<file path="config.mk">
export PLATFORM = sky130hd
export DESIGN_NAME = eslc_map_ram
export DESIGN_NICKNAME = d
export VERILOG_FILES = /design/src/hw/rtl/eslc_map_ram.sv
export SDC_FILE = /design/constraint.sdc
export NUM_CORES = 2
export LEC_CHECK = 0
export BUFFER_PORTS_ARGS = -buffer_cell sky130_fd_sc_hd__buf_2
export CORE_MARGIN = 10
export CORE_UTILIZATION = 60
export CTS_BUF_LIST = sky130_fd_sc_hd__clkbuf_16
export DETAILED_ROUTE_END_ITERATION = 8
export HOLD_SLACK_MARGIN = 0.03
export PLACE_DENSITY = 0.73
export SYNTH_ARGS = -nofsm -noshare
export SYNTH_HDL_FRONTEND = slang
export SYNTH_SLANG_ARGS = --single-unit
</file>
<file path="constraint.sdc">
create_clock -name i_clk -period 4.2 [get_ports i_clk]
set_input_delay 0.42 -clock i_clk [delete_from_list [all_inputs] [get_ports i_clk]]
set_output_delay 0.42 -clock i_clk [all_outputs]
set_load 0.1 [all_outputs]
</file>
<file path="src/hw/rtl/eslc_map_ram.sv">
// ----------------------------------------------------------------------------
// eslc_map_ram
// expert map memory: slot index, map valid and pin request per expert
// ----------------------------------------------------------------------------
`default_nettype none

module eslc_map_ram #(
    parameter int DEPTH = 256,
    parameter int AW    = 8,
    parameter int DW    = 7
) (
    input  logic          i_clk,
    input  logic          i_we,
    input  logic [AW-1:0] i_waddr,
    input  logic [DW-1:0] i_wdata,
    input  logic [AW-1:0] i_raddr,
    output logic [DW-1:0] o_rdata
);

    logic [DW-1:0] r_mem [DEPTH];
    logic [DW-1:0] r_rdata;

    always_ff @(posedge i_clk) begin
        if (i_we) begin
            r_mem[i_waddr] <= i_wdata;
        end
        r_rdata <= r_mem[i_raddr];
    end

    assign o_rdata = r_rdata;

endmodule

`default_nettype wire

</file>
# [After elaboration in Yosys (flattened, before gate mapping)]
# Memories as Yosys holds them, arrays and structs flattened. A register that Yosys moved wholly into a read port is not among the register bits.
# Cells that the tools add are included.
[word_totals] ff_bits=0 out_inout_bits=7 in_bits=25 n_memories=1 wordCells=3 ram_bits=1792
[classes] n_mux=2
[memory_table] name="r_mem" words=256 word_bits=7 rd=1 rd_clocked_by_memory_dff=1 write_ports=1 line_no="20" text="logic [DW-1:0] r_mem [DEPTH];"
[ops] operator="2-to-1 mux 1 bit" count=2

# [Depth between registers and ports, before layout]
[logic_depth] ltp_word=2 mapped_depth=12 depth_no_buf=6

# [Worst setup path before layout]
# OpenSTA, ideal clock, no wires.
[synth_path] path_type="input to register" startpoint="in i_raddr[0]" endpoint="reg r_rdata[6], in the netlist o_rdata[6], read port of r_mem" required_time_ns=4.073 slack_ns=1.885 setup_ns=0.127 path_stages=9 n_path_buf=4 arrival_time_ns=2.188 cell_sequence="buf_6 buf_8 buf_6 buf_6 mux4_2 a221oi_1 o22ai_1 nor3_1 nor4_2"
[synth_rtl] item="start, declared" line_no="16" text="input logic [AW-1:0] i_raddr,"
[synth_rtl] item="end, declared" line_no="21" text="logic [DW-1:0] r_rdata;"

==> impl_metrics.prom <==
# TYPE chip_impl_metric gauge
chip_impl_info{name="timing.setup.critical_path_class",value="flip-flop to flip-flop"} 1
chip_impl_metric{name="synth_cells",unit=""} 3381
chip_impl_info{name="post-synth-top-area-cell",value="edfxtp_1"} 1
chip_impl_metric{name="signal_arrival_time_at_the_worst_endpoint",unit="ns"} 3.65
chip_impl_metric{name="die-height",unit="µm"} 362.0
chip_impl_metric{name="total_wirelength",unit="mm"} 169.9
chip_impl_metric{name="power.density_cell_area",unit="nW/µm²"} 471.3
chip_impl_info{name="worstSetupStartpointType",value="flip-flop"} 1
chip_impl_metric{name="nets",unit=""} 3527
chip_impl_metric{name="final_weighted_congestion_in_routability_driven_placement",unit=""} 0.8893
chip_impl_metric{name="async_flop_share",unit="%"} 0
chip_impl_metric{name="ios",unit=""} 32
chip_impl_metric{name="final-max-slew-violation-count",unit=""} 0
chip_impl_metric{name="setup_viol_count_final",unit=""} 0
chip_impl_metric{name="layout-drive-gt1-share",unit="%"} 21.73
chip_impl_metric{name="yosysWarnings",unit=""} 0
chip_impl_metric{name="buffer_ports.inserted",unit=""} 31
chip_impl_metric{name="row_count",unit=""} 125
chip_impl_info{name="worstHoldPathType",value="input pin to flip-flop"} 1
chip_impl_metric{name="timing.max_slew.rel_slack",unit="%"} 28.01
chip_impl_metric{name="detail-route-antenna-nets",unit=""} 0
chip_impl_metric{name="dieArea",unit="µm²"} 131100
chip_impl_metric{name="cap_viol_max_count",unit=""} 0
chip_impl_metric{name="skew",unit="ns"} 0.04495
chip_impl_metric{name="max_freq",unit="MHz"} 332.2
chip_impl_info{name="post_synth_main_area_contributors",value="edfxtp_1 77%, mux4_2 12%, mux2i_1 2.2%"} 1
chip_impl_metric{name="min_path_cells",unit=""} 1
chip_impl_metric{name="synth_largest_type_area_fraction",unit="%"} 76.66
chip_impl_metric{name="power.total",unit="W"} 0.03659
chip_impl_metric{name="cts.reportedPaths.clkPinSlew",unit="ns"} 0.07
chip_impl_metric{name="power.ir.vdd_worst",unit="mV"} 0.4244
chip_impl_metric{name="post_cts_resized",unit=""} 0
chip_impl_info{name="status",value="complete, no violations"} 1
chip_impl_metric{name="drt_iter0_markers",unit=""} 5242
chip_impl_metric{name="yosysSeqAreaShare",unit="%"} 76.86
chip_impl_metric{name="reg2reg_depth",unit=""} 6
chip_impl_info{name="critical_path.endpoint",value="o_rdata[2]$_DFF_P_"} 1
chip_impl_info{name="worst_r2r_endpoint",value="o_rdata[2]$_DFF_P_"} 1
chip_impl_info{name="timing.critical_path.to_type",value="flip-flop"} 1
chip_impl_metric{name="worst_pin_slew",unit="ns"} 1.080
chip_impl_metric{name="syn-cell-area",unit="µm²"} 70200
chip_impl_metric{name="num_vias",unit=""} 35713
chip_impl_metric{name="synth-edff-count",unit=""} 1792
chip_impl_metric{name="synth_seq_cells",unit=""} 1799
chip_impl_metric{name="grt_antenna_before_repair",unit=""} 10
chip_impl_metric{name="fill_cells",unit=""} 7093
chip_impl_metric{name="area_growth",unit="%"} 10.61
chip_impl_metric{name="tritoncts.num_buffers",unit=""} 170
chip_impl_metric{name="power.leakage",unit="nW"} 24.33
chip_impl_info{name="cts_tree",value="yes"} 1
chip_impl_metric{name="avgViaCountPerCell",unit=""} 6.910
chip_impl_metric{name="first_global_vias",unit=""} 35672
chip_impl_info{name="commonest_register_cell_after_synthesis",value="edfxtp_1"} 1
chip_impl_metric{name="wire_per_inst",unit="µm"} 32.88
chip_impl_metric{name="post_synth_num_cell_types",unit=""} 53
chip_impl_metric{name="max-clock-path-buffers",unit=""} 3
chip_impl_metric{name="final_min_period_over_clock_period",unit="%"} 71.67
chip_impl_metric{name="drc_errors",unit=""} 0
chip_impl_metric{name="timing.reg2reg.setup_slack",unit="ns"} 1.19
chip_impl_metric{name="grt_pass1_wl",unit="mm"} 248.6
chip_impl_metric{name="h-tree-depth",unit=""} 4
chip_impl_metric{name="cp_max_fo",unit=""} 1
chip_impl_metric{name="postCtsSetupBuffers",unit=""} 0
chip_impl_metric{name="postSynthAreaPerCell",unit="µm²"} 20.76
chip_impl_metric{name="dieWidth",unit="µm"} 362.0
chip_impl_metric{name="place.detailed.hpwl",unit="mm"} 103.3
chip_impl_metric{name="cp.required",unit="ns"} 4.84
chip_impl_metric{name="drtPass1Iterations",unit=""} 7
chip_impl_info{name="grt_setup_unrepaired",value="no"} 1
chip_impl_metric{name="synth_nets",unit=""} 3406
chip_impl_metric{name="globalRouteOverflowTotal",unit=""} 0
chip_impl_metric{name="effective_utilization_at_floorplan",unit="%"} 60.41
chip_impl_metric{name="largest_net_degree_at_the_start_of_global_routing",unit=""} 131
chip_impl_metric{name="final.setup.tns",unit="ns"} 0
chip_impl_metric{name="fin_crit",unit="ns"} 3.010
chip_impl_metric{name="cts_sinks",unit=""} 1799
chip_impl_metric{name="track_usage",unit="%"} 26.00
chip_impl_metric{name="ctsHoldBuffers",unit=""} 0
chip_impl_info{name="worst_r2r_startpoint",value="r_mem[131][2]$_DFFE_PP_"} 1
chip_impl_info{name="cp-startpoint",value="r_mem[131][2]$_DFFE_PP_"} 1
chip_impl_metric{name="worst_hold_slack",unit="ns"} 0.2880
chip_impl_metric{name="core_region_area",unit="µm²"} 116200
chip_impl_metric{name="final-hold-violation-count",unit=""} 0
chip_impl_metric{name="clkLatencyLatePin",unit="ns"} 0.79
chip_impl_info{name="ctsRootBufferMaster",value="clkbuf_16"} 1
## worst min-delay path by stage
stage                                        from                      end  slack [ns]
after floorplan                        i_wdata[0]    r_mem[0][0]$_DFFE_PP_        0.52
after global placement    r_mem[214][1]$_DFFE_PP_       o_rdata[1]$_DFF_P_        1.01
after detailed placement       o_rdata[5]$_DFF_P_               o_rdata[5]        1.05
after CTS                              i_waddr[1]  r_mem[195][2]$_DFFE_PP_        0.27
after global routing                   i_waddr[1]  r_mem[195][0]$_DFFE_PP_        0.31
final                                  i_wdata[4]   r_mem[43][4]$_DFFE_PP_        0.29
## cell type report
cell class              instances  area, µm²  share of cell area [%]
repair buffers                153       1458                   1.877
inverters                       3      11.26                 0.01450
clock inverters               135       1172                   1.510
flip-flops and latches       1799      53950                   69.48
clock buffers                 170       4254                   5.479
well taps                    1524       1907                   2.456
multi-input cells            1375      14870                   19.15
diodes                          9      22.52                 0.02901
## synthesized netlist by cell type (all sizes together), types with 15 or more instances
cell type,n
a22oi,61
nor2b,17
nand2,74
a221oi,20
a21oi,46
nor2,294
a2111oi,15
buf,115
mux2i,155
nor3,38
mux4,390
edfxtp,1792
nand3,40
o22ai,71
nor4,36
o21ai,18
clkbuf,89
## logic make-up (layout without fill, tap and decap cells)
group / after synthesis / after routing / synth area share, %
compound gates: 284 / 284 / 2.932
buf+inv: 207 / 461 / 1.970
simple gates: 544 / 544 / 3.433
mux: 547 / 547 / 14.81
flops: 1799 / 1799 / 76.86
other cells: 0 / 9 / 0
## sequential cells by signal, indices dropped and copies added (netlist names)
| register | flops |
|---|---|
| o_rdata | 7 |
| r_mem | 1792 |
## layer usage
metal,vias up,routed length (µm),track usage (%)
li1,14334,-,-
met1,18660,63620,36.25
met2,2276,80540,40.17
met3,431,18260,5.672
met4,12,7438,10.84
met5,-,79,0
## cells in the final DEF (no fill, tap or decap), types with 9 or more instances in the layout
| master | instances |
|---|---|
| edfxtp_1 | 1792 |
| mux4_2 | 380 |
| nor2_1 | 292 |
| clkbuf_16 | 170 |
| mux2i_1 | 155 |
| buf_4 | 100 |
| nand2_1 | 74 |
| o22ai_1 | 66 |
| a22oi_1 | 61 |
| a21oi_1 | 46 |
| nand3_1 | 40 |
| nor3_1 | 38 |
| clkinv_1 | 36 |
| nor4_1 | 35 |
| inv_1 | 34 |
| clkinv_2 | 32 |
| buf_12 | 24 |
| a221oi_1 | 20 |
| buf_2 | 20 |
| nor2b_1 | 17 |
| o2111ai_1 | 14 |
| a22o_1 | 14 |
| bufinv_16 | 14 |
| nand2b_1 | 13 |
| o21ai_0 | 12 |
| mux4_1 | 10 |
| diode_2 | 9 |
| nand4_1 | 9 |
## worst max-delay path, stage by stage, from the launching register on
cell	delay [ns]
edfxtp_1	0.38
mux4_2	0.50
a2111oi_0	0.80
buf_4	0.23
nor3_1	0.12
nor3_1	0.70
nor4_1	0.15
## metrics by stage
step                cells  utilization (%)  cell area, µm²  setup slack [ns]
detailed placement   4854            62.13           72200            0.4684
global placement     4854            62.13           72200            0.4941
global route         5159            66.80           77620             1.105
floorplan            3381                -           70200             1.885
finish               5168            66.82           77650             1.190
CTS                  5159            66.80           77620             1.302
## power by group
part           leakage [nW]  total (W)  switching [W]  internal, W
clock                  2.78     0.0149        0.00661      0.00829
sequential             16.2     0.0198      0.0000352       0.0198
combinational          5.39    0.00187        0.00125     0.000619
total                  24.3     0.0366        0.00790       0.0287
Power figures use the tool's default switching activity.
