--- src/hw/rtl/eslc_pkg.sv ---
// ----------------------------------------------------------------------------
// eslc_pkg
// shared types, codes and sizes for the expert slot cache
// ----------------------------------------------------------------------------
`default_nettype none

package eslc_pkg;

    localparam int EXPERT_W        = 8;
    localparam int SLOT_FW         = 5;
    localparam int USE_W           = 64;
    localparam int CFG_EXP_W       = 9;
    localparam int CFG_SLT_W       = 6;
    localparam int CFG_DATA_W      = 9;
    localparam int CFG_INDEX_W     = 1;
    localparam int NUM_EXPERTS_DEF = 256;
    localparam int NUM_SLOTS_DEF   = 32;

    localparam logic [CFG_EXP_W-1:0] CFG_EXP_RST = 9'd256;
    localparam logic [CFG_SLT_W-1:0] CFG_SLT_RST = 6'd32;

    typedef enum logic [1:0] {
        OP_LOOKUP,
        OP_PIN,
        OP_BATCH,
        OP_NONE
    } t_opcode;

    typedef enum logic [2:0] {
        RS_HIT,
        RS_MISS,
        RS_DUP,
        RS_INVALID,
        RS_NO_SLOT,
        RS_PIN_DONE,
        RS_BATCH_DONE
    } t_res_status;

    typedef enum logic [1:0] {
        SS_EMPTY,
        SS_LOADING,
        SS_READY,
        SS_FAILED
    } t_slot_st;

    typedef enum logic [CFG_INDEX_W-1:0] {
        CFG_EXPERTS_IN_USE,
        CFG_SLOTS_IN_USE
    } t_cfg_reg;

    typedef enum logic [3:0] {
        ST_CLR,
        ST_IDLE,
        ST_MAP_WAIT,
        ST_SLOT_WAIT,
        ST_SCAN,
        ST_SCAN_END,
        ST_EVMAP,
        ST_COMMIT,
        ST_BAT_RD,
        ST_BAT_CHK,
        ST_BAT_MAP,
        ST_RESP
    } t_state;

    typedef struct packed {
        t_opcode               opcode;
        logic [EXPERT_W-1:0]   expert;
        logic                  pin_value;
        logic                  load_failed;
    } t_in_item;

    typedef struct packed {
        t_res_status           status;
        logic [SLOT_FW-1:0]    slot;
        logic [EXPERT_W-1:0]   evicted_expert;
        logic                  evicted_valid;
    } t_out_item;

    typedef struct packed {
        logic [EXPERT_W-1:0]   owner;
        t_slot_st              status;
        logic                  pinned;
        logic                  reserved;
        logic [USE_W-1:0]      stamp;
    } t_slot_word;

    typedef struct packed {
        logic                  owner;
        logic                  status;
        logic                  pinned;
        logic                  reserved;
        logic                  stamp;
    } t_slot_we;

    typedef struct packed {
        logic                  found;
        logic                  ready;
        logic [EXPERT_W-1:0]   owner;
    } t_vic_info;

endpackage

`default_nettype wire

--- src/hw/rtl/eslc_slot_ram.sv ---
// ----------------------------------------------------------------------------
// eslc_slot_ram
// per-slot state memory with a write enable for each field
// ----------------------------------------------------------------------------
`default_nettype none

module eslc_slot_ram #(
    parameter int DEPTH = 32,
    parameter int AW    = 5
) (
    input  logic                  i_clk,
    input  eslc_pkg::t_slot_we    i_we,
    input  logic [AW-1:0]         i_waddr,
    input  eslc_pkg::t_slot_word  i_wdata,
    input  logic [AW-1:0]         i_raddr,
    output eslc_pkg::t_slot_word  o_rdata
);

    import eslc_pkg::*;

    logic [EXPERT_W-1:0] r_owner    [DEPTH];
    t_slot_st            r_status   [DEPTH];
    logic                r_pinned   [DEPTH];
    logic                r_reserved [DEPTH];
    logic [USE_W-1:0]    r_stamp    [DEPTH];
    t_slot_word          r_rdata;

    always_ff @(posedge i_clk) begin
        if (i_we.owner) begin
            r_owner[i_waddr] <= i_wdata.owner;
        end
        if (i_we.status) begin
            r_status[i_waddr] <= i_wdata.status;
        end
        if (i_we.pinned) begin
            r_pinned[i_waddr] <= i_wdata.pinned;
        end
        if (i_we.reserved) begin
            r_reserved[i_waddr] <= i_wdata.reserved;
        end
        if (i_we.stamp) begin
            r_stamp[i_waddr] <= i_wdata.stamp;
        end
        r_rdata.owner    <= r_owner[i_raddr];
        r_rdata.status   <= r_status[i_raddr];
        r_rdata.pinned   <= r_pinned[i_raddr];
        r_rdata.reserved <= r_reserved[i_raddr];
        r_rdata.stamp    <= r_stamp[i_raddr];
    end

    assign o_rdata = r_rdata;

endmodule

`default_nettype wire

--- config.mk ---
export PLATFORM = sky130hd
export DESIGN_NAME = eslc_slot_ram
export DESIGN_NICKNAME = d
export VERILOG_FILES = /design/src/hw/rtl/eslc_pkg.sv /design/src/hw/rtl/eslc_slot_ram.sv
export SDC_FILE = /design/constraint.sdc
export NUM_CORES = 2
export LEC_CHECK = 0
export BUFFER_PORTS_ARGS = -buffer_cell sky130_fd_sc_hd__buf_4
export CAP_MARGIN = 20
export CORE_ASPECT_RATIO = 1.5
export CORE_UTILIZATION = 46
export DETAILED_ROUTE_END_ITERATION = 10
export GPL_TIMING_DRIVEN = 0
export PLACE_DENSITY = 0.67
export RECOVER_POWER = 50
export SLEW_MARGIN = 20
export SYNTH_ARGS = -nofsm -noshare
export SYNTH_HDL_FRONTEND = slang
export SYNTH_SLANG_ARGS = --single-unit
--- constraint.sdc ---
create_clock -name i_clk -period 2.79 [get_ports i_clk]
set_clock_uncertainty 0.2 [all_clocks]
set_input_delay 0.1395 -clock i_clk [delete_from_list [all_inputs] [get_ports i_clk]]
set_output_delay 0.1395 -clock i_clk [all_outputs]
set_load 0.005 [all_outputs]
# Yosys cells after proc, flatten, opt, wreduce, memory -nomap -nowiden
# Memory sizes are Yosys's and may differ from the RTL's. A register that Yosys moved wholly into a read port is not among the register bits.
# Cells that the tools add are included.
# word_totals
reg_bits,0
output_inout_bits,76
n_memories,5
mem_bits_rw,2432
# op_classes
mux,10
# memory_table
name,words,word_bits,rd,rd_clocked_by_memory_dff,write_ports,line_no,text
r_stamp,32,64,1,1,1,eslc_slot_ram.sv:25,logic [USE_W-1:0] r_stamp [DEPTH];
r_owner,32,8,1,1,1,eslc_slot_ram.sv:21,logic [EXPERT_W-1:0] r_owner [DEPTH];
r_status,32,2,1,1,1,eslc_slot_ram.sv:22,t_slot_st r_status [DEPTH];
r_pinned,32,1,1,1,1,eslc_slot_ram.sv:23,logic r_pinned [DEPTH];
r_reserved,32,1,1,1,1,eslc_slot_ram.sv:24,logic r_reserved [DEPTH];
# ops
cell,n
$mux W1,10

# Longest topological paths before layout
# logic_depth
depth_word,2
depth_mapped,9
depth_no_buf,4

# Worst setup path after synthesis
# Ideal clock, no wire load.
# synth_timing
kind,input to register
from,input port i_waddr[2]
to,"memory r_stamp[19][0], enable pin"
stages,3
setup_slack_ns,-0.190
t_arrival_ns,2.351
path_buffers,0
t_required_ns,2.161
cell_sequence,or3b_2 > nor2_1 > and2_1
# synth_rtl
element,line_no,text
from (decl),eslc_slot_ram.sv:13,"input logic [AW-1:0] i_waddr,"
to (decl),eslc_slot_ram.sv:25,
# Straight into the memory's write port.

# Worst setup path in the final report
# layout_timing
from,input port i_raddr[3]
to,"register, netlist name o_rdata[10]"
# layout_rtl
element,line_no,text
from (decl),eslc_slot_ram.sv:15,"input logic [AW-1:0] i_raddr,"
# No word-level cell between the ends.

==> flow_summary.yaml <==
outcome:
  status: "complete, but fails checks"
  violations: "negative setup slack"
synth:
  async_flop_share_pct: 0
  postSynthRegisterBits: 2508
  postSynthCellCount: 3841
  synth_flop_cell: "edfxtp_1"
  yosys.area.top_type_share_pct: 77.1
  synth_largest_area_cell: "edfxtp_1"
  yosysWarningCount: 0
  synth_nets: 3933
  yosysMostFrequentCell: "edfxtp_1"
  syn_avg_cell_area_um2: 24.7
  synth_common_cells: "2432 x edfxtp_1, 717 x mux4_2, 164 x and2_1, 103 x clkbuf_1, 87 x mux2_2"
  synth_edf_count: 2432
  synth_area_um2: 94800
  ys_top_cells_by_area: "edfxtp_1 77%, mux4_2 17%, dfxtp_1 1.6%"
  synth_cell_types: 30
  synth-seq-area-share_pct: 78.7
cts:
  clk_pin_slew_worst_paths_ps: 70
  tritoncts: "done"
  cts.sinks: 2508
  cts_buffers: 227
  postCtsSetupBuffers: 0
  htreeDepth: 4
  cts_buffer_depth: 4
  worstSkewPairLatency_ps: 880
  cts_root_buf: "clkbuf_16"
worst_setup_path:
  cp_max_fo: 10
  start_kind: "primary input"
  end_kind: "flip-flop"
  arrival_ps: 3390
  rr_startpoint: "r_stamp[16][53]$_DFFE_PP_"
  ff2ff_setup_slack_ps: 640
  required_ps: 3320
  cp-startpoint: "i_raddr[3]"
  r2r_cells: 3
  worstSetupEndpoint: "o_rdata[10]$_DFF_P_"
  r2r_end: "o_rdata[53]$_DFF_P_"
  critical_path_class: "primary input to flip-flop"
floorplanning:
  rows: 203
  initial_core_util_pct: 46.4
  die_h_um: 558
  io_pins: 168
  coreArea_um2: 204000
  die-width_um: 373
  design.die.area_um2: 208000
final_layout:
  fin_util_pct: 53.6
  drive_above_1_share_pct: 31.3
  nets: 4516
  fin_cells: 7278
  areaGrowthSynthToFinish_pct: 15.5
job:
  cap_violations: 0
power:
  power_leakage_nw: 34.2
  vdd_drop_max_v: 0.000481
  powerDensity_nw_per_um2: 709
  p_total_mw: 77.7
sta:
  fmax_mhz: 350
  final-hold-violation-count: 0
  setup-violations-final: 6
  max_slew_margin_pct: 5.45
  fin_crit_sh_pct: 102
  min_period_ps: 2860
  maxSlewViolCount: 0
  worst_slew_pin_slew_ps: 1420
  fin_ws_ps: -68.7
  fin_hold_ws_ps: 49.5
drt:
  vias: 45323
  routedWlPerCell_um: 35.7
  first_pass_iters: 6
  drc: 0
  ant_nets: 0
  viasPerCell: 6.23
  wl_um: 260000
  drt-initial-drc-count: 5758
global_route:
  grt.total_usage_pct: 25.0
  antenna_found_initial: 19
  grt_pass1_vias: 46273
  grt_max_degree: 33
  gr-total-overflow: 0
  grt_pass1_wl_um: 358000
placed_design:
  place_inst: 6743
  dp_hpwl_um: 162000
  gp_congestion: 0.804
  port_buffers: 162
worst_hold_path:
  hold_path_class: "primary input to flip-flop"
[cell usage in the layout (no fill, tap or decap), types with 4 or more instances in the layout]
cell | synthesis | layout
a221oi_1 | 14 | 14
clkbuf_16 | 0 | 228
buf_6 | 4 | 7
and2_0 | 0 | 92
edfxtp_1 | 2432 | 2432
clkbuf_4 | 0 | 66
and2_1 | 164 | 40
buf_12 | 0 | 25
buf_4 | 16 | 30
buf_1 | 10 | 5
clkbuf_8 | 0 | 13
a22oi_1 | 4 | 4
diode_2 | 0 | 6
bufinv_16 | 0 | 24
clkinvlp_4 | 0 | 12
a211oi_1 | 4 | 4
o22ai_1 | 11 | 11
mux4_2 | 717 | 717
clkinv_4 | 0 | 4
o211ai_1 | 4 | 4
buf_16 | 0 | 47
clkinv_1 | 0 | 45
mux2_2 | 87 | 87
dlygate4sd3_1 | 0 | 117
mux2i_1 | 43 | 43
dfxtp_1 | 76 | 76
o31a_1 | 4 | 4
clkbuf_2 | 0 | 29
clkbuf_1 | 103 | 201
and2_4 | 0 | 30
nor2_1 | 42 | 42
o21ai_0 | 10 | 10
clkinv_2 | 0 | 32
buf_2 | 71 | 76
nand2b_1 | 4 | 4
[how the worst min path moves through the flow]
stage,slack [ps],depth (start not counted),start,end
floorplan,40,0,i_wdata[68],r_owner[0][0]$_DFFE_PP_
global placement,320,1,o_rdata[47]$_DFF_P_,o_rdata[47]
detailed placement,320,1,o_rdata[71]$_DFF_P_,o_rdata[71]
CTS,0.2,2,i_wdata[47],r_stamp[0][47]$_DFFE_PP_
global route,40,3,i_we[2],r_pinned[1]$_DFFE_PP_
finish,50,3,i_we[2],r_pinned[1]$_DFFE_PP_
[power breakdown]
group | leakage (nW) | switching [mW] | internal, mW
Clock | 3.57 | 13.7 | 17.6
Combinational | 8.13 | 2.54 | 1.81
Sequential | 22.5 | 0.161 | 41.9
Total | 34.2 | 16.4 | 61.3
[per-stage QoR]
| step | TNS [ps] | setup WS [ps] | cell area [um2] |
|---|---|---|---|
| after floorplan | 0 | 10.4 | 94800 |
| after detailed placement | -77030 | -945 | 101000 |
| after global placement | -4410110 | -3280 | 99300 |
| after CTS | 0 | 24.3 | 110000 |
| final | -183 | -68.7 | 110000 |
| after global routing | -1.88 | -1.88 | 109000 |
[layout make-up]
type                       instances  area [um2]
clock buffer                     287        6060
sequential                      2508       74600
antenna                            6        15.0
multi-input combinational       1128       19400
buffer                           204         993
tap                             2665        3330
fill                           15344       94700
inverter                           1        3.75
clock inverter                   125        1290
timing repair buffer             354        3910
[timing repair]
action                     in CTS  in global routing
hold buffers                  117                  0
setup endpoints to repair       7                  1
gates resized for setup         1                  2
hold endpoints to repair     2958                  0
[registers in the layout (all words and copies together) (netlist names)]
signal,cells
r_owner,256
r_reserved,32
o_rdata,76
r_stamp,2048
r_status,64
r_pinned,32
[logic make-up (layout without fill, tap and decap cells)]
| logic type | after synthesis | count (layout) | share of synthesized area, % |
|---|---|---|---|
| multiplexers | 847 | 847 | 18.5 |
| other | 0 | 6 | 0 |
| flip-flops | 2508 | 2508 | 78.7 |
| AO/OA/AOI/OAI | 57 | 57 | 0.442 |
| AND/OR/NAND/NOR | 224 | 224 | 1.37 |
| buffers and inverters | 205 | 971 | 1.00 |
[critical path, stage by stage]
cell and delay (ps):
buf_2 180, buf_1 620, clkdlybuf4s15_1 990, clkbuf_1 910, mux2_2 510
[metal layers]
layer  vias to the layer above  global-route usage (%)  wire [um]
met5                         -                       0        105
met4                        16                    9.77      11000
met3                       527                    4.77      24600
met2                      2696                    42.9     132000
met1                     24431                    31.5      92400
li1                      17653                       -          -
(Power assumes the default switching activity.)
