## src/hw/rtl/eslc_pkg.sv

```systemverilog
// ----------------------------------------------------------------------------
// eslc_pkg
// shared types, codes and sizes for the expert slot cache
// ----------------------------------------------------------------------------
`default_nettype none

package eslc_pkg;

    localparam int EXPERT_W        = 8;
    localparam int SLOT_FW         = 5;
    localparam int USE_W           = 64;
    localparam int CFG_EXP_W       = 9;
    localparam int CFG_SLT_W       = 6;
    localparam int CFG_DATA_W      = 9;
    localparam int CFG_INDEX_W     = 1;
    localparam int NUM_EXPERTS_DEF = 256;
    localparam int NUM_SLOTS_DEF   = 32;

    localparam logic [CFG_EXP_W-1:0] CFG_EXP_RST = 9'd256;
    localparam logic [CFG_SLT_W-1:0] CFG_SLT_RST = 6'd32;

    typedef enum logic [1:0] {
        OP_LOOKUP,
        OP_PIN,
        OP_BATCH,
        OP_NONE
    } t_opcode;

    typedef enum logic [2:0] {
        RS_HIT,
        RS_MISS,
        RS_DUP,
        RS_INVALID,
        RS_NO_SLOT,
        RS_PIN_DONE,
        RS_BATCH_DONE
    } t_res_status;

    typedef enum logic [1:0] {
        SS_EMPTY,
        SS_LOADING,
        SS_READY,
        SS_FAILED
    } t_slot_st;

    typedef enum logic [CFG_INDEX_W-1:0] {
        CFG_EXPERTS_IN_USE,
        CFG_SLOTS_IN_USE
    } t_cfg_reg;

    typedef enum logic [3:0] {
        ST_CLR,
        ST_IDLE,
        ST_MAP_WAIT,
        ST_SLOT_WAIT,
        ST_SCAN,
        ST_SCAN_END,
        ST_EVMAP,
        ST_COMMIT,
        ST_BAT_RD,
        ST_BAT_CHK,
        ST_BAT_MAP,
        ST_RESP
    } t_state;

    typedef struct packed {
        t_opcode               opcode;
        logic [EXPERT_W-1:0]   expert;
        logic                  pin_value;
        logic                  load_failed;
    } t_in_item;

    typedef struct packed {
        t_res_status           status;
        logic [SLOT_FW-1:0]    slot;
        logic [EXPERT_W-1:0]   evicted_expert;
        logic                  evicted_valid;
    } t_out_item;

    typedef struct packed {
        logic [EXPERT_W-1:0]   owner;
        t_slot_st              status;
        logic                  pinned;
        logic                  reserved;
        logic [USE_W-1:0]      stamp;
    } t_slot_word;

    typedef struct packed {
        logic                  owner;
        logic                  status;
        logic                  pinned;
        logic                  reserved;
        logic                  stamp;
    } t_slot_we;

    typedef struct packed {
        logic                  found;
        logic                  ready;
        logic [EXPERT_W-1:0]   owner;
    } t_vic_info;

endpackage

`default_nettype wire

```

## src/hw/rtl/eslc_victim.sv

```systemverilog
// ----------------------------------------------------------------------------
// eslc_victim
// victim selection unit: one slot word per cycle, first free slot or oldest
// ----------------------------------------------------------------------------
`default_nettype none

module eslc_victim #(
    parameter int SW = 5
) (
    input  logic                  i_clk,
    input  logic                  i_rst_n,
    input  logic                  i_clear,
    input  logic                  i_valid,
    input  logic [SW-1:0]         i_idx,
    input  eslc_pkg::t_slot_word  i_word,
    output eslc_pkg::t_vic_info   o_info,
    output logic [SW-1:0]         o_idx
);

    import eslc_pkg::*;

    logic                r_any;
    logic                r_free;
    logic                r_ready;
    logic [USE_W-1:0]    r_oldest;
    logic [SW-1:0]       r_idx;
    logic [EXPERT_W-1:0] r_owner;
    logic                w_skip;
    logic                w_is_free;
    logic                w_take_free;
    logic                w_take_old;

    assign w_skip      = i_word.reserved || i_word.pinned || (i_word.status == SS_LOADING);
    assign w_is_free   = (i_word.status == SS_EMPTY) || (i_word.status == SS_FAILED);
    assign w_take_free = i_valid && !w_skip && !r_free && w_is_free;
    assign w_take_old  = i_valid && !w_skip && !r_free && !w_is_free &&
                         (i_word.stamp < r_oldest);

    always_ff @(posedge i_clk) begin
        if (!i_rst_n) begin
            r_any  <= 1'b0;
            r_free <= 1'b0;
        end else if (i_clear) begin
            r_any  <= 1'b0;
            r_free <= 1'b0;
        end else if (w_take_free) begin
            r_any  <= 1'b1;
            r_free <= 1'b1;
        end else if (w_take_old) begin
            r_any  <= 1'b1;
        end
    end

    always_ff @(posedge i_clk) begin
        if (i_clear) begin
            r_oldest <= '1;
        end else if (w_take_free || w_take_old) begin
            r_oldest <= i_word.stamp;
            r_idx    <= i_idx;
            r_owner  <= i_word.owner;
            r_ready  <= w_take_old;
        end
    end

    assign o_info.found = r_any;
    assign o_info.ready = r_any && r_ready;
    assign o_info.owner = r_owner;
    assign o_idx        = r_idx;

endmodule

`default_nettype wire

```

## config.mk

```make
export PLATFORM = sky130hd
export DESIGN_NAME = eslc_victim
export DESIGN_NICKNAME = d
export VERILOG_FILES = /design/src/hw/rtl/eslc_pkg.sv /design/src/hw/rtl/eslc_victim.sv
export SDC_FILE = /design/constraint.sdc
export NUM_CORES = 1
export LEC_CHECK = 0
export BUFFER_PORTS_ARGS = -buffer_cell sky130_fd_sc_hd__buf_2
export CAP_MARGIN = 30
export CORE_UTILIZATION = 55
export DETAILED_ROUTE_END_ITERATION = 12
export PLACE_DENSITY = 0.8
export SLEW_MARGIN = 20
export SYNTH_ARGS = -nofsm -noshare
export SYNTH_HDL_FRONTEND = slang
export SYNTH_SLANG_ARGS = --single-unit
export TNS_END_PERCENT = 10
```

## constraint.sdc

```tcl
create_clock -name i_clk -period 3.35 [get_ports i_clk]
set_input_delay 0.335 -clock i_clk [delete_from_list [all_inputs] [get_ports i_clk]]
set_output_delay 0.335 -clock i_clk [all_outputs]
set_load 0.05 [all_outputs]
```

# Word-level counts from Yosys, hierarchy flattened
# Cells that the tools add are included.
[totals]
output_inout_bits = 15
elab_cells = 30
regBits = 80
input_bits = 85
[op_classes]
eq_ne = 2
n_lt_le_gt_ge = 1
bitwise_logic = 2
reduce_logical = 17
muxes = 2
[ops]
columns = ["operator", "n"]
rows = [
  ["64-bit < comparator", 1],
  ["1-bit logical AND", 6],
  ["1-bit logical OR", 4],
  ["1-bit logical NOT", 3],
  ["2-bit by 1-bit == test with 1-bit output (second input constant)", 1],
  ["2-bit == test (second input constant)", 1],
  ["2-bit logical NOT", 1],
  ["1-bit two-way mux", 2],
  ["1-bit NOT", 2],
  ["2-bit AND reduction", 1],
  ["2-bit nonzero test", 1],
  ["2-bit OR reduction", 1],
]

# Logic depth before layout (Yosys ltp)
# Gate-level depths: netlist of the first run.
[depth]
word_depth = 9
depth_mapped = 11
ltp_nobuf = 9

# Least setup slack after synthesis of the first run
# OpenSTA, ideal clock, no wires.
[synth_timing]
path_type = "input port to flip-flop"
from = "in i_word[49] in the netlist's numbering"
to = "reg r_idx[0], in the netlist o_idx[0] (enable)"
n_path_buf = 2
path_stages = 10
required_ns = 2.966
arrival_time_ns = 2.675
slack_ns = 0.290
path_cell_list = "ha_1 a21o_1 a221o_1 a221oi_1 o21ai_1 a22oi_2 nand2_1 buf_4 buf_6 nor2_1"
[synth_via]
elab_chain_cells = 4
[synth_lines]
columns = ["item", "line_no", "text"]
rows = [
  ["start: declaration", "eslc_victim.sv:15", "input eslc_pkg::t_slot_word i_word,"],
  ["64-bit < comparator", "eslc_victim.sv:37", "(i_word.stamp < r_oldest);"],
  ["1-bit logical AND", "eslc_victim.sv:36", "assign w_take_old = i_valid && !w_skip && !r_free && !w_is_free &&"],
  ["1-bit logical OR", "eslc_victim.sv:57", "end else if (w_take_free || w_take_old) begin"],
  ["2-bit AND reduction (no line)", "-", ""],
  ["end signal: assignment", "eslc_victim.sv:59", "r_idx <= i_idx;"],
  ["end: declaration", "eslc_victim.sv:26", "logic [SW-1:0] r_idx;"],
]
# Every way passes these cells.
# A chain may end at the register's enable or synchronous reset.

# Final worst setup path of the first run
[layout_timing]
from = "reg r_oldest[31]"
to = "reg r_oldest[6]"
[layout_via]
elab_chain_cells = 3
[layout_lines]
columns = ["item", "line_no", "text"]
rows = [
  ["start: declaration", "eslc_victim.sv:25", "logic [USE_W-1:0] r_oldest;"],
  ["start signal: assignment", "eslc_victim.sv:58", "r_oldest <= i_word.stamp;"],
  ["64-bit < comparator", "eslc_victim.sv:37", ""],
  ["1-bit logical AND", "eslc_victim.sv:36", ""],
  ["1-bit logical OR", "eslc_victim.sv:57", ""],
]
# Every way passes these cells.

==> run_results.csv, run 1 <==
group,metric,value,unit
timing,tightest_slew,0.715,ns
timing,skew,0.00942,ns
timing,max_freq,367,MHz
job,max-cap-violations,0,
synth,ys.warnings.count,0,
clock_tree,clk_pin_slew,0.08,ns
critical_path,path_max_fanout,42,
drt,final_antenna_net_count,0,
drt,avgViaCountPerCell,5.76,
synth,synthTopCellsByArea,"dfxtp_1 (29%), ha_1 (18%), a211o_1 (12%), edfxtp_1 (9.2%), and3_1 (8.9%)",
synth,synthCells,479,
synth,yosysMostFrequentCell,"inv_1",
global_routing,grt_pass1_vias,3884,
clock_tree,cts-root-buf,"clkbuf_8",
critical_path,r2r-start,"r_oldest[31]",
drt,totalWireLength,10.2,mm
synth,synth-edff-count,14,
floorplan,die_area,8690,um^2
hold_path,holdCritStartpoint,"i_idx[0]",
finish,seqCellArea,1740,um^2
placed_design,portBuffers,99,
clock_tree,cts_tree,"yes",
drt,wl_per_cell,15.1,um
clock_tree,cts.sinks,80,
timing,layout_setup_ws,0.628,ns
timing,fin_crit_sh,0.813,
placed_design,hpwl,7.43,mm
global_routing,track_usage,0.251,
synth,ys_seq_area_frac,0.381,
floorplan,fp-row-count,32,
critical_path,crit_chain,"inv_1, ha_1, nand4_1, nor4_1, nand3_1, a21oi_1, o31ai_4, buf_4, and3_1, a211o_1",
hold_path,hold_depth,1,
critical_path,regToRegSetupSlack,0.63,ns
global_routing,grt_pass1_wl,17.2,mm
clock_tree,cts_buffers,9,
global_routing,antenna_found_initial,0,
floorplan,die_y,93.2,um
hold_path,hp-class,"primary input to flop",
timing,timing_hold_violations_final,0,
synth,ys_ff_latch,80,
synth,ys.flop_type,"dfxtp_1",
floorplan,start_util,0.580,
synth,netlist.area_leader.share,0.289,
timing,setup_viol,0,
critical_path,reg2reg_to,"r_oldest[6]",
synth,postSynthAreaPerCell,9.55,um^2
finish,drive_gt1_frac,0.220,
timing,rsz0062_at_grt,"no",
hold_path,min_to,"o_idx[0]",
critical_path,critPathMaxStageDelay,0.41,ns
critical_path,cp.required,3.59,ns
floorplan,ios,100,
synth,syn_nets,628,
clock_tree,postCtsHoldBufs,0,
floorplan,core_area,7890,um^2
drt,route.detailed.drc,0,
power,peakVddDrop,0.000188,V
finish,area_growth,16.1,%
placed_design,pre_cts_slack,0.542,ns
power,p_per_area,401,nW/um^2
finish,multiInputGateArea,2410,um^2
clock_tree,clk_latency,0.35,ns
synth,netlist_area,4580,um^2
critical_path,crit_buf_inv,2,
global_routing,grt_overflow,0,
clock_tree,cts_buffer_depth,2,
outcome,outcome,"finished clean",
critical_path,r2r_cells,10,
timing,totalNegativeSetupSlack,0,ns
critical_path,critPathKind,"flop to flop",
drt,vias,3891,
critical_path,arrival,2.96,ns
clock_tree,htree_levels,3,
synth,synth_top_area_cell,"dfxtp_1",
synth,ys_types,36,
critical_path,cp_slowest_cell,"nor4_1",
clock_tree,cts_resized,0,
timing,min_period,2.72,ns
synth,synthArstFlopShare,0,
power,power.leakage,3.16,nW
finish,antennaDiodeCount,0,
placed_design,place_congestion,0.779,
synth,ys_top_cells_by_count,"inv_1 (68), dfxtp_1 (66), and3_1 (65)",
timing,relSlewSlack,0.523,
clock_tree,post_cts_buffers,0,
drt,first_pass_iters,4,
finish,fillers,651,
global_routing,grt_max_degree,44,
critical_path,cpLargestDelayFamily,"simple AND/OR/NAND/NOR gates",
timing,hold_ws,0.159,ns
critical_path,cp-end-kind,"flop",
floorplan,die-width,93.2,um
finish,nNetsFinal,718,
timing,slew_violations,0,
critical_path,worst_setup_path_start_kind,"flop",
drt,dr.first_iter.drc_count,166,
routing by layer:
metal	wire, um	global-route usage	up-vias
met5	0	0	-
met4	167	0.0949	0
met3	466	0.0545	15
met2	4930	0.431	100
met1	4680	0.307	1852
li1	-	-	1924
how the worst max path moves through the flow:
stage / end / slack (ns) / start / depth (start not counted)
3_5_place_dp: r_oldest[34] / 0.54 / i_word[35] / 10
4_1_cts: r_oldest[34] / 0.62 / r_oldest[31] / 10
6_report: r_oldest[6] / 0.63 / r_oldest[31] / 10
5_1_grt: r_oldest[7] / 0.46 / r_oldest[31] / 10
3_3_place_gp: r_oldest[16] / 0.58 / i_word[35] / 10
2_1_floorplan: o_idx[0] / 0.29 / i_word[49] / 10
registers in the layout, indices dropped and copies added, names as in the netlist:
name	flops
r_oldest	64
r_ready	1
r_owner	8
o_idx	5
r_any	1
r_free	1
power breakdown:
group / switching, mW / internal, mW / total, mW
Clock: 0.336 / 0.395 / 0.731
Sequential: 0.0265 / 1.03 / 1.06
Combinational: 0.185 / 0.160 / 0.344
Total: 0.547 / 1.59 / 2.13
kinds of logic (layout without fill, tap and decap cells):
logic type	count (synthesis)	after routing	synth area share
AOI/OAI and AO/OA	119	119	0.200
and+or+nand+nor	119	119	0.152
buffers and inverters	97	192	0.0927
DFF	80	80	0.381
adders and majority gates	64	64	0.175
layout make-up:
type                    instances  share of cell area
multi-input cells             302               0.454
flip-flops and latches         80               0.328
repair buffers                108               0.106
inverters                      68              0.0480
clock buffers                  15              0.0391
well taps                     102              0.0240
clock inverters                 1            0.000942
layout by cell type, fill, tap and decap left out, types with 4 or more instances in the layout:
cell type	n
buf_4	9
buf_2	99
a21oi_1	26
and3_1	65
ha_1	64
a21o_1	5
a211o_1	64
nand4_1	10
edfxtp_1	14
nand2_1	14
o21ai_0	10
nor2b_1	5
nor2_1	6
dfxtp_1	66
and4_1	4
clkbuf_8	13
nand3_1	4
inv_1	68
worst reg2reg max path, cell delays in order, from the launching register on:
cell and delay (ns):
dfxtp_1 0.34, inv_1 0.04, ha_1 0.31, nand4_1 0.12, nor4_1 0.41, nand3_1 0.16, a21oi_1 0.35, o31ai_4 0.11
buf_4 0.27, and3_1 0.23, a211o_1 0.27
metrics by stage:
stage               cells   util  power [mW]  cell area, um^2
floorplan             479      -        1.30             4580
global placement      660  0.647        1.40             5100
detailed placement    660  0.647        1.42             5100
CTS                   676  0.674        2.15             5310
global route          676  0.674        2.24             5310
finish                676  0.674        2.13             5310
Note: power is estimated with default switching activity, not from simulation.
==> run 2: changes to the inputs <==
ABC_AREA = 1   (was not set)
CORE_UTILIZATION = 50   (was 55)
PLACE_DENSITY = 0.76   (was 0.8)
clock period = 2.23 ns   (was 3.35 ns; I/O delays follow)
==> run 2 against run 1 <==
Net effect: the flow now finishes with violations (setup timing); combinational power up 100%; fmax up 21%; largest cell class unchanged; critical endpoint is now r_owner[0]; critical path type unchanged; total power up 58%.
==> run_results.csv, run 2 <==
group,metric,value,unit
clock_tree,htree_levels,3,
placed_design,portBuffers,99,
critical_path,arrival,2.32,ns
placed_design,postPlaceCellArea,5150,um^2
timing,rsz0062_at_grt,"yes",
power,pwr-share-clk,0.325,
timing,relSlewSlack,0.687,
finish,largest_reg_flops,64,
floorplan,fp-row-count,34,
finish,multiInputGateArea,2630,um^2
power,pwr-share-seq,0.472,
synth,synthTopCellsByArea,"dfxtp_1 (29%), ha_1 (18%), nand3_1 (15%), nand2_1 (9.7%), edfxtp_1 (9.2%)",
synth,postSynthAreaPerCell,7.80,um^2
global_routing,grt_busiest_layer,"met2",
critical_path,r2r-start,"r_oldest[25]",
synth,synth-edff-count,14,
critical_path,cp-end-kind,"flop",
critical_path,worst_setup_path_start_kind,"flop",
floorplan,die_y,97.5,um
finish,drive_gt1_frac,0.322,
placed_design,hpwl,7.42,mm
timing,max_freq,446,MHz
clock_tree,postCtsHoldBufs,0,
drt,totalWireLength,11.6,mm
floorplan,start_util,0.520,
clock_tree,cts_buffer_depth,2,
global_routing,grt_pass1_vias,3994,
timing,setup_viol,7,
drt,route.detailed.drc,0,
critical_path,endpoint,"r_owner[0]",
power,switchingPower,974,uW
floorplan,die-width,97.5,um
critical_path,setup.worst_path.start,"r_oldest[25]",
outcome,violations,"setup timing",
synth,ys_seq_area_frac,0.382,
critical_path,crit_chain,"inv_1, ha_1, a21oi_2, o21ai_0, nand2_1, nand3_1, a21oi_2, nand2_1, nand2_2, nand2_4, a21oi_4, clkbuf_16",
critical_path,critPathKind,"flop to flop",
power,comb_power_share,0.203,
finish,final_util,0.669,
synth,ys.flop_type,"dfxtp_1",
power,switching_share,0.289,
floorplan,ios,100,
drt,wl_per_cell,14.5,um
power,p_int,2.40,mW
timing,tightest_slew,0.468,ns
drt,first_pass_iters,4,
timing,slew_violations,0,
synth,ys_types,25,
synth,synthArstFlopShare,0,
finish,fin_area,5860,um^2
synth,ys_top_cells_by_count,"nand3_1 (136), nand2_1 (118), inv_1 (83)",
drt,dr.first_iter.drc_count,199,
job,max-cap-violations,0,
placed_design,place_congestion,0.767,
clock_tree,clk_latency,0.35,ns
synth,syn_nets,734,
critical_path,regToRegSetupSlack,-0.01,ns
critical_path,cp_slowest_cell,"dfxtp_2",
power,power.leakage,3.36,nW
global_routing,grt_pass1_wl,17.2,mm
finish,nNetsFinal,837,
hold_path,hp-class,"primary input to flop",
timing,timing_hold_violations_final,0,
synth,netlist.area_leader.share,0.290,
timing,totalNegativeSetupSlack,-0.0823,ns
critical_path,reg2reg_to,"r_owner[0]",
clock_tree,cts.sinks,80,
critical_path,critPathMaxStageDelay,0.34,ns
timing,skew,0.0116,ns
global_routing,grtUsageMet2,0.382,
drt,avgViaCountPerCell,5.31,
synth,netlist_area,4560,um^2
global_routing,grt_overflow,0,
timing,fin_crit_sh,1.01,
critical_path,r2r_cells,12,
timing,layout_setup_ws,-0.0124,ns
synth,synthCells,585,
floorplan,core_area,8760,um^2
finish,final_cell_mix,"nand3_1 (129), buf_2 (99), nand2_1 (84)",
finish,regMostFlops,"r_oldest",
timing,min_period,2.24,ns
power,peakVddDrop,0.000266,V
clock_tree,clk_pin_slew,0.08,ns
outcome,outcome,"complete, but fails checks",
placed_design,dp_cells,775,
global_routing,antenna_found_initial,0,
synth,synth_top_area_cell,"dfxtp_1",
finish,mostFrequentLayoutCell,"nand3_1",
finish,area_growth,28.5,%
global_routing,gr-usage-met1,0.262,
global_routing,grt_use_met3,0.0547,
clock_tree,cts_buffers,9,
finish,antennaDiodeCount,0,
critical_path,path_max_fanout,7,
drt,vias,4253,
power,p_per_area,576,nW/um^2
finish,fillers,726,
finish,seqCellArea,1760,um^2
floorplan,die_area,9510,um^2
synth,yosysMostFrequentCell,"nand3_1",
finish,finalNonFillerCells,801,
clock_tree,cts_tree,"yes",
global_routing,track_usage,0.222,
global_routing,grt_max_degree,47,
drt,final_antenna_net_count,0,
clock_tree,cts-root-buf,"clkbuf_8",
placed_design,pre_cts_slack,0.00413,ns
synth,ys.warnings.count,0,
synth,ys_ff_latch,80,
critical_path,cp.required,2.31,ns
==> run 2: cell count changes after synthesis, sizes merged, moves of 5 or more <==
cell and delta:
inv +17, nor2 +11, nand3 +132, nor2b -5, and3 -65, nand4 -6, a211o -64, nand2 +105
==> run 2: cell families after synthesis <==
family                     share of synthesized area
DFF                                            0.382
and+or+nand+nor                                0.280
buffers and inverters                          0.112
AOI/OAI and AO/OA                             0.0502
adders and majority gates                      0.176
==> run 2: cell type report <==
class | instances | share of cell area
Multi-Input combinational cell | 392 | 0.448
Inverter | 85 | 0.0544
Timing Repair Buffer | 120 | 0.141
Clock buffer | 11 | 0.0241
Sequential cell | 80 | 0.300
Clock inverter | 5 | 0.00961
Tap cell | 108 | 0.0231
==> run 2: critical path, delay by kind of cell, from the launching register on <==
family	cells	cell delay, ns
AOI/OAI and AO/OA	4	0.63
adders and majority gates	1	0.30
buffers and inverters	2	0.23
DFF	1	0.34
and+or+nand+nor	5	0.47
==> run 2: timing repair <==
action / in CTS / in global routing
resized for setup: 2 / 87
buffers inserted: 0 / 3
endpoints found under the setup margin: 14 / 80
pin swaps: 0 / 30
gates cloned: 0 / 7
hold endpoints to repair: 0 / 0
==> run 2: power groups by stage <==
stage,logic (mW),registers [mW],clock network (mW)
detailed placement,0.568,1.62,0
CTS,0.573,1.59,1.11
floorplan,0.367,1.63,0
global placement,0.542,1.62,0
global route,0.771,1.60,1.17
finish,0.687,1.59,1.10
==> run 2: worst min-delay path by stage <==
| stage | from | cells past startpoint | endpoint | slack, ns |
|---|---|---|---|---|
| 6_report | i_word[70] | 1 | r_owner[2] | 0.04 |
| 3_5_place_dp | i_word[72] | 1 | r_owner[4] | 0.40 |
| 2_1_floorplan | i_idx[0] | 0 | o_idx[0] | 0.32 |
| 3_3_place_gp | i_word[68] | 1 | r_owner[0] | 0.40 |
| 4_1_cts | i_word[72] | 1 | r_owner[4] | 0.03 |
| 5_1_grt | i_word[72] | 1 | r_owner[4] | 0.02 |
==> run 2: metal layers <==
layer,wire length [um],part of all wire,up-vias
met2,5850,0.50,121
met3,687,0.059,14
met4,203,0.018,0
li1,-,-,2143
met5,0,0,-
met1,4860,0.42,1975
==> run 2: per-stage QoR <==
step / total power [mW] / hold WS, ns
after floorplan: 1.99 / 0.322
after global placement: 2.16 / 0.402
after detailed placement: 2.19 / 0.402
after CTS: 3.27 / 0.0268
after global routing: 3.54 / 0.0167
final: 3.37 / 0.0405
